===== src/rtl/rc_arming_and_mode_select_macros.svh =====
// Assertion macros shared by the arming and mode select logic.
`ifndef RC_ARMING_AND_MODE_SELECT_MACROS_SVH
`define RC_ARMING_AND_MODE_SELECT_MACROS_SVH

// The consequent must hold in the same cycle as the antecedent.
`define RCAMS_ASSERT_NOW(lbl, ante, cons, msg) \
	lbl: assert property (@(posedge clk) disable iff (!arst_n) (ante) |-> (cons)) \
		else $error(msg);

// The consequent must hold in the cycle after the antecedent.
`define RCAMS_ASSERT_NEXT(lbl, ante, cons, msg) \
	lbl: assert property (@(posedge clk) disable iff (!arst_n) (ante) |=> (cons)) \
		else $error(msg);

`endif


===== src/rtl/rcams_pkg.sv =====
// Types and constants of the arming and flight mode select block.
package rcams_pkg;

	localparam int NUM_WIN = 6;
	localparam int CFG_IDX_W = 3;
	localparam int WIN_W = 29;

	localparam logic [WIN_W-1:0] WIN_RESET = 29'h07D07D0;

	localparam logic [3:0] THROTTLE_CH = 4'd2;
	localparam logic [3:0] SLOT_MAX = 4'd15;
	localparam logic [3:0] HOLD_MAX = 4'd15;
	localparam logic [10:0] THROTTLE_LIMIT = 11'd1020;
	localparam logic [23:0] SILENCE_LIMIT = 24'd500000;

	// Window register indexes, which are also the bit positions in the hit vectors.
	localparam logic [CFG_IDX_W-1:0] WIN_ARM = 3'd0;
	localparam logic [CFG_IDX_W-1:0] WIN_ANGLE = 3'd1;
	localparam logic [CFG_IDX_W-1:0] WIN_ALTHOLD = 3'd2;
	localparam logic [CFG_IDX_W-1:0] WIN_GPS = 3'd3;
	localparam logic [CFG_IDX_W-1:0] WIN_WAYPOINT = 3'd4;
	localparam logic [CFG_IDX_W-1:0] WIN_POWER = 3'd5;

	// Arming block flags.
	localparam logic [7:0] FLAG_HOLD = 8'h01;
	localparam logic [7:0] FLAG_THROTTLE = 8'h02;
	localparam logic [7:0] FLAG_NO_GPS = 8'h04;
	localparam logic [7:0] FLAG_CFG_A = 8'h08;
	localparam logic [7:0] FLAG_LINK = 8'h10;
	localparam logic [7:0] FLAG_MODE = 8'h20;
	localparam logic [7:0] FLAG_GYRO = 8'h40;
	localparam logic [7:0] FLAG_CFG_B = 8'h80;

	typedef enum logic [2:0] {
		MODE_ACRO,
		MODE_ANGLE,
		MODE_ALTHOLD,
		MODE_GPS,
		MODE_WAYPOINT
	} mode_t;

	typedef enum logic [1:0] {
		CAUSE_NONE,
		CAUSE_SWITCH,
		CAUSE_RX_LOSS
	} cause_t;

	typedef enum logic [2:0] {
		ALERT_NONE,
		ALERT_GYRO,
		ALERT_GPS,
		ALERT_CONFIG,
		ALERT_LINK,
		ALERT_MODE,
		ALERT_THROTTLE
	} alert_t;

	typedef struct packed {
		logic enable;
		logic [3:0] channel;
		logic [11:0] high;
		logic [11:0] low;
	} win_t;

	typedef struct packed {
		logic req_type;
		logic [10:0] channel_value;
		logic last_channel;
		logic link_up;
		logic [23:0] rx_silence_us;
		logic [3:0] other_blockers;
	} item_t;

	typedef struct packed {
		logic armed;
		logic [7:0] block_flags;
		mode_t flight_mode;
		logic mode_changed;
		logic arm_event;
		cause_t disarm_cause;
		alert_t refusal_alert;
		logic power_enable;
	} result_t;

endpackage


===== src/rtl/rc_arming_and_mode_select.sv =====
// Arming and flight mode select driven by radio-control channel items.
//
//   channel  direction  handshake                  payload
//   item     in         item_valid/item_stall      rcams_pkg::item_t
//   result   out        result_valid/result_stall  rcams_pkg::result_t
//   cfg      in         cfg_valid/cfg_ready        cfg_index, cfg_data
//
// One item is taken every cycle while item_stall is low; the input register and the result
// register bound a single stage of window comparators and arming logic, so an item is held
// in the input register and its result is offered from the result register. Channel items
// that are not the last of a packet give no result.
// Reset loads the window registers with their defaults and clears the valid flags and the arming and mode state.
// A stalled result holds the stage only for items that would give a result.
module rc_arming_and_mode_select #(
	parameter int NUM_CHANNELS = 16,
	parameter int ARM_HOLD_PACKETS = 10
) (
	input logic clk,
	input logic arst_n,
	input logic item_valid,
	output logic item_stall,
	input rcams_pkg::item_t item,
	output logic result_valid,
	input logic result_stall,
	output rcams_pkg::result_t result,
	input logic cfg_valid,
	output logic cfg_ready,
	input logic [rcams_pkg::CFG_IDX_W-1:0] cfg_index,
	input logic [rcams_pkg::WIN_W-1:0] cfg_data
);
	import rcams_pkg::*;

	`include "rc_arming_and_mode_select_macros.svh"

	win_t win_q [NUM_WIN];

	logic s1_valid_s1;
	item_t item_s1;
	logic s1_go;
	logic s1_emits;

	logic result_valid_q;
	result_t result_q;

	logic armed_q;
	logic [3:0] hold_q;
	logic [7:0] flags_q;
	mode_t mode_q;
	logic [3:0] slot_q;
	logic [NUM_WIN-1:0] pend_q;
	logic [NUM_WIN-1:0] hits_q;
	logic thr_q;

	logic armed_n;
	logic [3:0] hold_n;
	logic [7:0] flags_n;
	mode_t mode_n;
	logic [3:0] slot_n;
	logic [NUM_WIN-1:0] pend_n;
	logic [NUM_WIN-1:0] hits_n;
	logic thr_n;
	result_t res;

	logic slot_ok;
	logic [NUM_WIN-1:0] win_hit;
	logic [NUM_WIN-1:0] win_sel;

	assign cfg_ready = 1'b1;

	always_ff @(posedge clk or negedge arst_n) begin
		if (!arst_n) begin
			for (int i = 0; i < NUM_WIN; i++) begin
				win_q[i] <= win_t'(WIN_RESET);
			end
		end else if (cfg_valid && cfg_ready && ({29'd0, cfg_index} < 32'(NUM_WIN))) begin
			win_q[cfg_index] <= win_t'(cfg_data);
		end
	end

	assign s1_emits = item_s1.req_type || item_s1.last_channel;
	assign s1_go = s1_valid_s1 && (!s1_emits || !result_valid_q || !result_stall);
	assign item_stall = s1_valid_s1 && !s1_go;

	always_ff @(posedge clk or negedge arst_n) begin
		if (!arst_n) begin
			s1_valid_s1 <= 1'b0;
		end else if (item_valid && !item_stall) begin
			s1_valid_s1 <= 1'b1;
		end else if (s1_go) begin
			s1_valid_s1 <= 1'b0;
		end
	end

	always_ff @(posedge clk) begin
		if (item_valid && !item_stall) begin
			item_s1 <= item;
		end
	end

	always_comb begin
		slot_ok = {1'b0, slot_q} < 5'(NUM_CHANNELS);
		for (int i = 0; i < NUM_WIN; i++) begin
			win_hit[i] = win_q[i].enable
				&& ({1'b0, item_s1.channel_value} >= win_q[i].low)
				&& ({1'b0, item_s1.channel_value} <= win_q[i].high);
			win_sel[i] = slot_ok && (win_q[i].channel == slot_q);
		end
	end

	always_comb begin
		armed_n = armed_q;
		hold_n = hold_q;
		flags_n = flags_q;
		mode_n = mode_q;
		slot_n = slot_q;
		pend_n = pend_q;
		hits_n = hits_q;
		thr_n = thr_q;
		res.mode_changed = 1'b0;
		res.arm_event = 1'b0;
		res.disarm_cause = CAUSE_NONE;
		res.refusal_alert = ALERT_NONE;
		if (item_s1.req_type) begin
			if (armed_q && (item_s1.rx_silence_us >= SILENCE_LIMIT)) begin
				armed_n = 1'b0;
				res.disarm_cause = CAUSE_RX_LOSS;
			end
		end else begin
			for (int i = 0; i < NUM_WIN; i++) begin
				if (win_sel[i]) begin
					pend_n[i] = win_hit[i];
				end
			end
			if (slot_ok && (slot_q == THROTTLE_CH)) begin
				thr_n = item_s1.channel_value < THROTTLE_LIMIT;
			end
			if (!item_s1.last_channel) begin
				if (slot_q != SLOT_MAX) begin
					slot_n = slot_q + 4'd1;
				end
			end else begin
				slot_n = '0;
				hits_n = pend_n;
				if (hits_n[WIN_ARM]) begin
					hold_n = (hold_q == HOLD_MAX) ? hold_q : hold_q + 4'd1;
				end else begin
					hold_n = '0;
				end
				if (!armed_q) begin
					flags_n = '0;
					if (hold_n != 4'(ARM_HOLD_PACKETS)) flags_n |= FLAG_HOLD;
					if (!thr_n) flags_n |= FLAG_THROTTLE;
					if (item_s1.other_blockers[1]) flags_n |= FLAG_NO_GPS;
					if (item_s1.other_blockers[2]) flags_n |= FLAG_CFG_A;
					if (!item_s1.link_up) flags_n |= FLAG_LINK;
					if (mode_q > MODE_ANGLE) flags_n |= FLAG_MODE;
					if (item_s1.other_blockers[0]) flags_n |= FLAG_GYRO;
					if (item_s1.other_blockers[3]) flags_n |= FLAG_CFG_B;
					if (flags_n == '0) begin
						armed_n = 1'b1;
						res.arm_event = 1'b1;
					end else if ((hold_n == 4'(ARM_HOLD_PACKETS)) && item_s1.link_up) begin
						priority if ((flags_n & FLAG_GYRO) != '0) begin
							res.refusal_alert = ALERT_GYRO;
						end else if ((flags_n & FLAG_NO_GPS) != '0) begin
							res.refusal_alert = ALERT_GPS;
						end else if ((flags_n & (FLAG_CFG_A | FLAG_CFG_B)) != '0) begin
							res.refusal_alert = ALERT_CONFIG;
						end else if ((flags_n & FLAG_LINK) != '0) begin
							res.refusal_alert = ALERT_LINK;
						end else if ((flags_n & FLAG_MODE) != '0) begin
							res.refusal_alert = ALERT_MODE;
						end else if ((flags_n & FLAG_THROTTLE) != '0) begin
							res.refusal_alert = ALERT_THROTTLE;
						end else begin
							res.refusal_alert = ALERT_NONE;
						end
					end
				end else if (!hits_n[WIN_ARM]) begin
					armed_n = 1'b0;
					res.disarm_cause = CAUSE_SWITCH;
				end
				priority if (hits_n[WIN_WAYPOINT]) begin
					mode_n = MODE_WAYPOINT;
				end else if (hits_n[WIN_GPS]) begin
					mode_n = MODE_GPS;
				end else if (hits_n[WIN_ALTHOLD]) begin
					mode_n = MODE_ALTHOLD;
				end else if (hits_n[WIN_ANGLE]) begin
					mode_n = MODE_ANGLE;
				end else begin
					mode_n = MODE_ACRO;
				end
				res.mode_changed = mode_n != mode_q;
			end
		end
		res.armed = armed_n;
		res.block_flags = flags_n;
		res.flight_mode = mode_n;
		res.power_enable = hits_n[WIN_POWER] || !win_q[WIN_POWER].enable;
	end

	always_ff @(posedge clk or negedge arst_n) begin
		if (!arst_n) begin
			armed_q <= 1'b0;
			hold_q <= '0;
			flags_q <= '0;
			mode_q <= MODE_ACRO;
			slot_q <= '0;
			pend_q <= '0;
			hits_q <= '0;
			thr_q <= 1'b0;
		end else if (s1_go) begin
			armed_q <= armed_n;
			hold_q <= hold_n;
			flags_q <= flags_n;
			mode_q <= mode_n;
			slot_q <= slot_n;
			pend_q <= pend_n;
			hits_q <= hits_n;
			thr_q <= thr_n;
		end
	end

	always_ff @(posedge clk or negedge arst_n) begin
		if (!arst_n) begin
			result_valid_q <= 1'b0;
		end else if (s1_go && s1_emits) begin
			result_valid_q <= 1'b1;
		end else if (!result_stall) begin
			result_valid_q <= 1'b0;
		end
	end

	always_ff @(posedge clk) begin
		if (s1_go && s1_emits) begin
			result_q <= res;
		end
	end

	assign result_valid = result_valid_q;
	assign result = result_q;

	`RCAMS_ASSERT_NOW(a_stall_needs_item, item_stall, s1_valid_s1,
		"Input stalled with no item in the input register.")
	`RCAMS_ASSERT_NOW(a_arm_after_hold, $rose(armed_q), hold_q == 4'(ARM_HOLD_PACKETS),
		"Armed without the arm switch held for the required packets.")
	`RCAMS_ASSERT_NEXT(a_slot_clear, s1_go && !item_s1.req_type && item_s1.last_channel,
		slot_q == '0, "Channel position not cleared after the last channel.")
	`RCAMS_ASSERT_NOW(a_mode_matches, result_valid_q, result_q.flight_mode == mode_q,
		"Pending result shows a flight mode other than the current one.")

endmodule


===== config.mk =====
export PLATFORM = sky130hd
export DESIGN_NAME = rc_arming_and_mode_select
export DESIGN_NICKNAME = d
export VERILOG_FILES = /design/src/rtl/rcams_pkg.sv /design/src/rtl/rc_arming_and_mode_select.sv
export VERILOG_INCLUDE_DIRS = /design/src /design/src/rtl
export SDC_FILE = /design/constraint.sdc
export NUM_CORES = 1
export LEC_CHECK = 0
export ABC_AREA = 1
export BUFFER_PORTS_ARGS = -buffer_cell sky130_fd_sc_hd__buf_2
export CAP_MARGIN = 20
export CORE_MARGIN = 3
export CORE_UTILIZATION = 30
export CTS_CLUSTER_SIZE = 40
export DETAILED_ROUTE_END_ITERATION = 10
export PLACE_DENSITY = 0.45
export REMOVE_ABC_BUFFERS = 1
export SLEW_MARGIN = 20
export SYNTH_ARGS = -nofsm -noshare
export SYNTH_HDL_FRONTEND = slang
export SYNTH_SLANG_ARGS = --single-unit

===== constraint.sdc =====
create_clock -name clk -period 3.1 [get_ports clk]
set_input_delay 0.155 -clock clk [delete_from_list [all_inputs] [get_ports clk]]
set_output_delay 0.155 -clock clk [all_outputs]
set_load 0.02 [all_outputs]

Word level (Yosys, flattened, before mapping) --
Index checks and enable logic that the tools add are counted.
Word-level totals: bits of input ports 79, register bits 271, logic and storage cells 200, output and inout port bits 23
Operators by class: add/subtract/negate cells 2, bitwise logic cells 4, equality and inequality tests 13, order comparisons 18, reduce and logical (&&, ||, !) cells 42, muxes and demuxes 70
Operator list (count):
- $bwmux W174 | 1
- $demux W29 S3 | 1
- $ge A11 B12 Y1 | 6
- $le A11 B12 Y1 | 6
- $mux W8 | 7
- $mux W3 | 15
- $mux W4 | 8
- $mux W29 | 1
- $mux W1 | 27
- $eq A4 B4 Y1 | 6
- $ge A24 B19 Y1 const B | 1
- $logic_and A1 B1 Y1 | 20
- $mux W6 | 3
- $lt A11 B10 Y1 const B | 1
- $mux W2 | 5
- $add A4 B1 Y4 const B | 2
- $eq A4 B4 Y1 const B | 2
- $logic_not A8 Y1 | 1
- $ne A4 B4 Y1 const B | 2
- $reduce_bool A8 Y1 | 1
- $reduce_or A8 Y1 | 1
- $mux W7 | 1
- $logic_not A1 Y1 | 6
- $reduce_and A3 Y1 | 2
- other kinds (17) | 23

Depth between registers and ports, before layout --
depth in word-level cells 31, depth in mapped cells 19, mapped depth without buffers 19

Worst setup path before layout --
No wires, ideal clock.
kind register to register, start point register item_s1[41] (netlist bit), end point register item_s1[0] (netlist bit), enable pin, period minus slack after synthesis 2.828 ns, stages on the path, launching flop included 6, path buffers 0, arrival 2.396 ns, data required time 2.669 ns, library setup time 0.431 ns, path slack 0.272 ns, path through edfxtp_1 -> nor2_1 -> nor2_1 -> inv_1 -> nor2_1 -> nor2_1
On the way: cells in the longest elaborated chain, start to end 9
Ends and longest elaborated chain:
- from (decl) | line rc_arming_and_mode_select.sv:38 | item_t item_s1;
- from (signal assigned) | line rc_arming_and_mode_select.sv:96 | item_s1 <= item;
- $logic_or A1 B1 Y1 | line rc_arming_and_mode_select.sv:80 | assign s1_emits = item_s1.req_type || item_s1.last_channel;
- $logic_not A1 Y1 | line rc_arming_and_mode_select.sv:81 | assign s1_go = s1_valid_s1 && (!s1_emits || !result_valid_q || !result_stall);
- $logic_or A1 B1 Y1 (2 in a row) | line rc_arming_and_mode_select.sv:81
- $logic_and A1 B1 Y1 | line rc_arming_and_mode_select.sv:81
- $logic_not A1 Y1 | line rc_arming_and_mode_select.sv:82 | assign item_stall = s1_valid_s1 && !s1_go;
- $logic_and A1 B1 Y1 | line rc_arming_and_mode_select.sv:82
- named net item_stall | line rc_arming_and_mode_select.sv:21 | output logic item_stall,
- $logic_not A1 Y1 | line rc_arming_and_mode_select.sv:95 | if (item_valid && !item_stall) begin
- $logic_and A1 B1 Y1 | line rc_arming_and_mode_select.sv:95
The timed path passes the listed nets, and every way through them passes these cells. A chain may end at the register's enable or synchronous reset.

Worst setup path after layout --
start point register item_s1[37] (netlist bit), end point register result_q, in the netlist result[10], data pin
On the way: cells in the longest elaborated chain, start to end 10, elaborated cells on any way between the ends 11, classes of those cells 2 x order compare; 7 x mux; 2 x reduce/logical
Ends and longest elaborated chain:
- $ge A11 B12 Y1 | line rc_arming_and_mode_select.sv:104 | && ({1'b0, item_s1.channel_value} >= win_q[i].low)
- $logic_and A1 B1 Y1 | line rc_arming_and_mode_select.sv:104
- $logic_and A1 B1 Y1 * | line rc_arming_and_mode_select.sv:105 | && ({1'b0, item_s1.channel_value} <= win_q[i].high);
- $mux W1 * | line rc_arming_and_mode_select.sv:130 | if (win_sel[i]) begin
- $mux W1 * | line rc_arming_and_mode_select.sv:123 | if (item_s1.req_type) begin
- $mux W3 * | line rc_arming_and_mode_select.sv:183 | priority if (hits_n[WIN_WAYPOINT]) begin
- $mux W3 * | line rc_arming_and_mode_select.sv:137 | if (!item_s1.last_channel) begin
- $mux W3 * | line rc_arming_and_mode_select.sv:123
- $mux W3 * | line rc_arming_and_mode_select.sv:137
- $mux W3 * | line rc_arming_and_mode_select.sv:123
- named net mode_n[2] | line rc_arming_and_mode_select.sv:57 | mode_t mode_n;
- to (signal assigned) | line rc_arming_and_mode_select.sv:237 | result_q <= res;
- to (decl) | line rc_arming_and_mode_select.sv:43 | result_t result_q;
The timed path passes the listed nets; every way through them passes the cells marked *. The select of a mux whose other input is x is not followed.

==> flow_metrics.tcl <==
set metrics [dict create \
    finalCritPeriodShare 0.917 \
    async_reset_ff_frac 0.782 \
    yosysSeqAreaShare 0.501 \
    dieHeight_um 220 \
    ys_top_cells_by_area "dfrtp_1, dfstp_2, edfxtp_1, ha_1, nand2_1" \
    hold_path_class "in -> async" \
    syn_inst 1580 \
    cp.arrival_ns 3.18 \
    syn_avg_cell_area_sq_um 8.73 \
    final_nets 1983 \
    crit_path_top_delay_cell "edfxtp_1" \
    clock-sinks 261 \
    grt_pass1_wl_um 58500 \
    post-cts-setup-buffer-count 0 \
    synth_edf_count 57 \
    synth_area_leader_cell "dfrtp_1" \
    worst-setup-path-type "reg -> reg" \
    antenna_cells 0 \
    combPwrFrac 0.237 \
    syn-cell-area_sq_mm 0.0138 \
    ys_seq_elements 261 \
    clockPowerShare 0.339 \
    timing.final.setup_violations 0 \
    wl_met1_um 18800 \
    drive_above_1_share 0.152 \
    post-place-cells 2259 \
    worst_skew_pair.late_latency_ns 0.58 \
    clock.fmax_mhz 352 \
    wl_met2_um 16600 \
    fp.dieArea_sq_mm 0.0486 \
    p_leak_uw 0.00813 \
    top_layer "met4" \
    place_congestion 0.804 \
    max-vdd-ir-drop_mv 0.458 \
    std_cell_rows 77 \
    routedWlPerCell_um 15.5 \
    fill_cells 4586 \
    tritoncts "done" \
    slew_viol_final 0 \
    core_sq_mm 0.0448 \
    clk_pin_slew_ns 0.06 \
    cap_viol_max_count 0 \
    skew_ns 0.0128 \
    syn_to_final_growth_pct 22.5 \
    pin_count 102 \
    grt.total_usage 0.155 \
    finalHoldViolations 0 \
    r2r_cells 12 \
    p_per_area_mw_per_mm2 651 \
    r2r_slack_ns 0.26 \
    antenna_found_initial 0 \
    pwr-share-seq 0.423 \
    crit_required_ns 3.44 \
    drtIter0Drc 586 \
    slowest_delay_ns 0.64 \
    crit_fanout 10 \
    cts-root-buf "clkbuf_16" \
    hpwlAfterDp_um 26100 \
    numCtsBuffers 31 \
    grt_overflow 0 \
    cp-start-kind "flip-flop" \
    htree_levels 1 \
    slew_headroom 0.549 \
    outcome "complete, no violations" \
    start_util 0.308 \
    grt_start_max_net_pins 64 \
    fin_crit_ns 2.84 \
    r2r_start "item_s1[37]" \
    max_slew.worst_pin.slew_ns 0.677 \
    port_buffers 95 \
    crit_start "item_s1[37]" \
    tns_ns 0 \
    ys_types 44 \
    grt_pass1_vias 10500 \
    drc 0 \
    rr_endpoint "result[10]" \
    synth-main-ff-cell "dfrtp_1" \
    final_cells 2386 \
    wl_met3_um 1160 \
    synth_warnings 0 \
    rsz0062_at_grt "false" \
    yosysMostFrequentCell "nand2_1" \
    cts_buffer_depth 3 \
    antenna_left 0 \
    dr.pass1.iters 5 \
    synth_common_cells "nand2_1, inv_1, o21ai_0" \
    crit_chain "buf_4 -> ha_1 -> nand4_1 -> nor3_1 -> nand2_1 -> nand3_1 -> nand2_1 -> nand4_1 -> nand2_1 -> nor2_1 -> o21bai_1 -> inv_1" \
    vias_per_cell 4.47 \
    p_sw_frac 0.312 \
    intPower_uw 7570 \
    synth_top_area_frac 0.239 \
    crit_top_cell "nand2_1" \
    power_switching_uw 3430 \
    end_kind "flip-flop" \
    via_count 10700 \
    die_x_um 220 \
    drt-total-wl_um 37100 \
]
[per-stage QoR]
step | instance area, sq um | util | hold slack (ns) | setup slack [ns] | power [uW]
floorplan | 13600 | - | -0.141 | 0.272 | 6380
global placement | 15200 | 0.339 | 0.208 | 0.303 | 7230
detailed placement | 15200 | 0.339 | 0.212 | 0.263 | 7290
CTS | 16900 | 0.377 | 0.143 | 0.242 | 11200
global route | 16900 | 0.377 | 0.195 | 0.0409 | 11800
finish | 16900 | 0.377 | 0.155 | 0.257 | 11000
[how the worst max path moves through the flow]
stage / end / cells past startpoint
3_3_place_gp: result[10] / 12
4_1_cts: result[10] / 12
2_1_floorplan: item_s1[0] / 5
3_5_place_dp: result[10] / 12
5_1_grt: result[10] / 12
6_report: result[10] / 12
[power by group through the flow]
stage / combinational (uW) / clock, uW / sequential, uW
after CTS: 2660 / 3860 / 4660
after global placement: 2530 / 0 / 4700
after detailed placement: 2580 / 0 / 4710
after floorplan: 1700 / 0 / 4680
final: 2610 / 3730 / 4660
after global routing: 3070 / 4010 / 4740
[logic make-up (layout without fill, tap and decap cells)]
group | count (synthesis) | in the layout | share of synthesized area
AND/OR/NAND/NOR | 563 | 563 | 0.168
buffers and inverters | 306 | 520 | 0.0857
AO/OA/AOI/OAI | 289 | 289 | 0.108
flip-flops | 261 | 261 | 0.501
adder cells (fa/ha/maj) | 135 | 135 | 0.122
XOR/XNOR | 25 | 25 | 0.0159
other | 1 | 1 | 0.000272
[sequential cells by signal (all words and copies together), names as in the netlist]
register      flops
pend_q            6
slot_q            4
s1_valid_s1       1
hits_q            1
armed_q           1
mode_q            3
thr_q             1
win_q           174
flags_q           8
result_valid      1
result           20
item_s1          37
hold_q            4
[area by class of cell]
type	instances	area (sq um)	share of cell area
sequential	261	6910	0.409
multi-input combinational	1013	5730	0.339
timing repair buffer	199	1490	0.0880
inverter	263	990	0.0586
clock buffer	42	847	0.0501
tap	592	741	0.0438
clock inverter	16	195	0.0116
[layer usage]
metal | global-route usage | up-vias
met2 | 0.248 | 125
met4 | 0.0313 | 0
met5 | 0 | -
met3 | 0.0179 | 36
met1 | 0.226 | 5022
li1 | - | 5474
[layout by cell type (no fill, tap or decap), types with 6 or more instances in the layout]
cell type,count
inv_1,256
clkbuf_1,8
dfrtp_1,132
clkbuf_16,31
xor2_1,6
nand2_2,7
a21oi_1,51
nand4_1,31
nor3_1,10
buf_4,31
o21ai_1,10
o21ai_0,211
clkinv_2,8
dlygate4sd3_1,69
nand3_1,33
dfstp_2,72
buf_2,94
xnor2_1,19
edfxtp_1,57
nand2_1,389
ha_1,135
nor2_1,76
[repair_timing]
action | CTS | global route
hold buffers | 69 | 0
hold endpoints to repair | 263 | 0
gates resized for setup | 0 | 0
[worst max-delay path, delay by kind of cell (launching register included)]
family | cells | cell delay, ns
and+or+nand+nor | 8 | 1.20
DFF | 1 | 0.64
buffers and inverters | 2 | 0.32
adders and majority gates | 1 | 0.31
AOI/OAI and AO/OA | 1 | 0.14
Power figures use the tool's default switching activity.
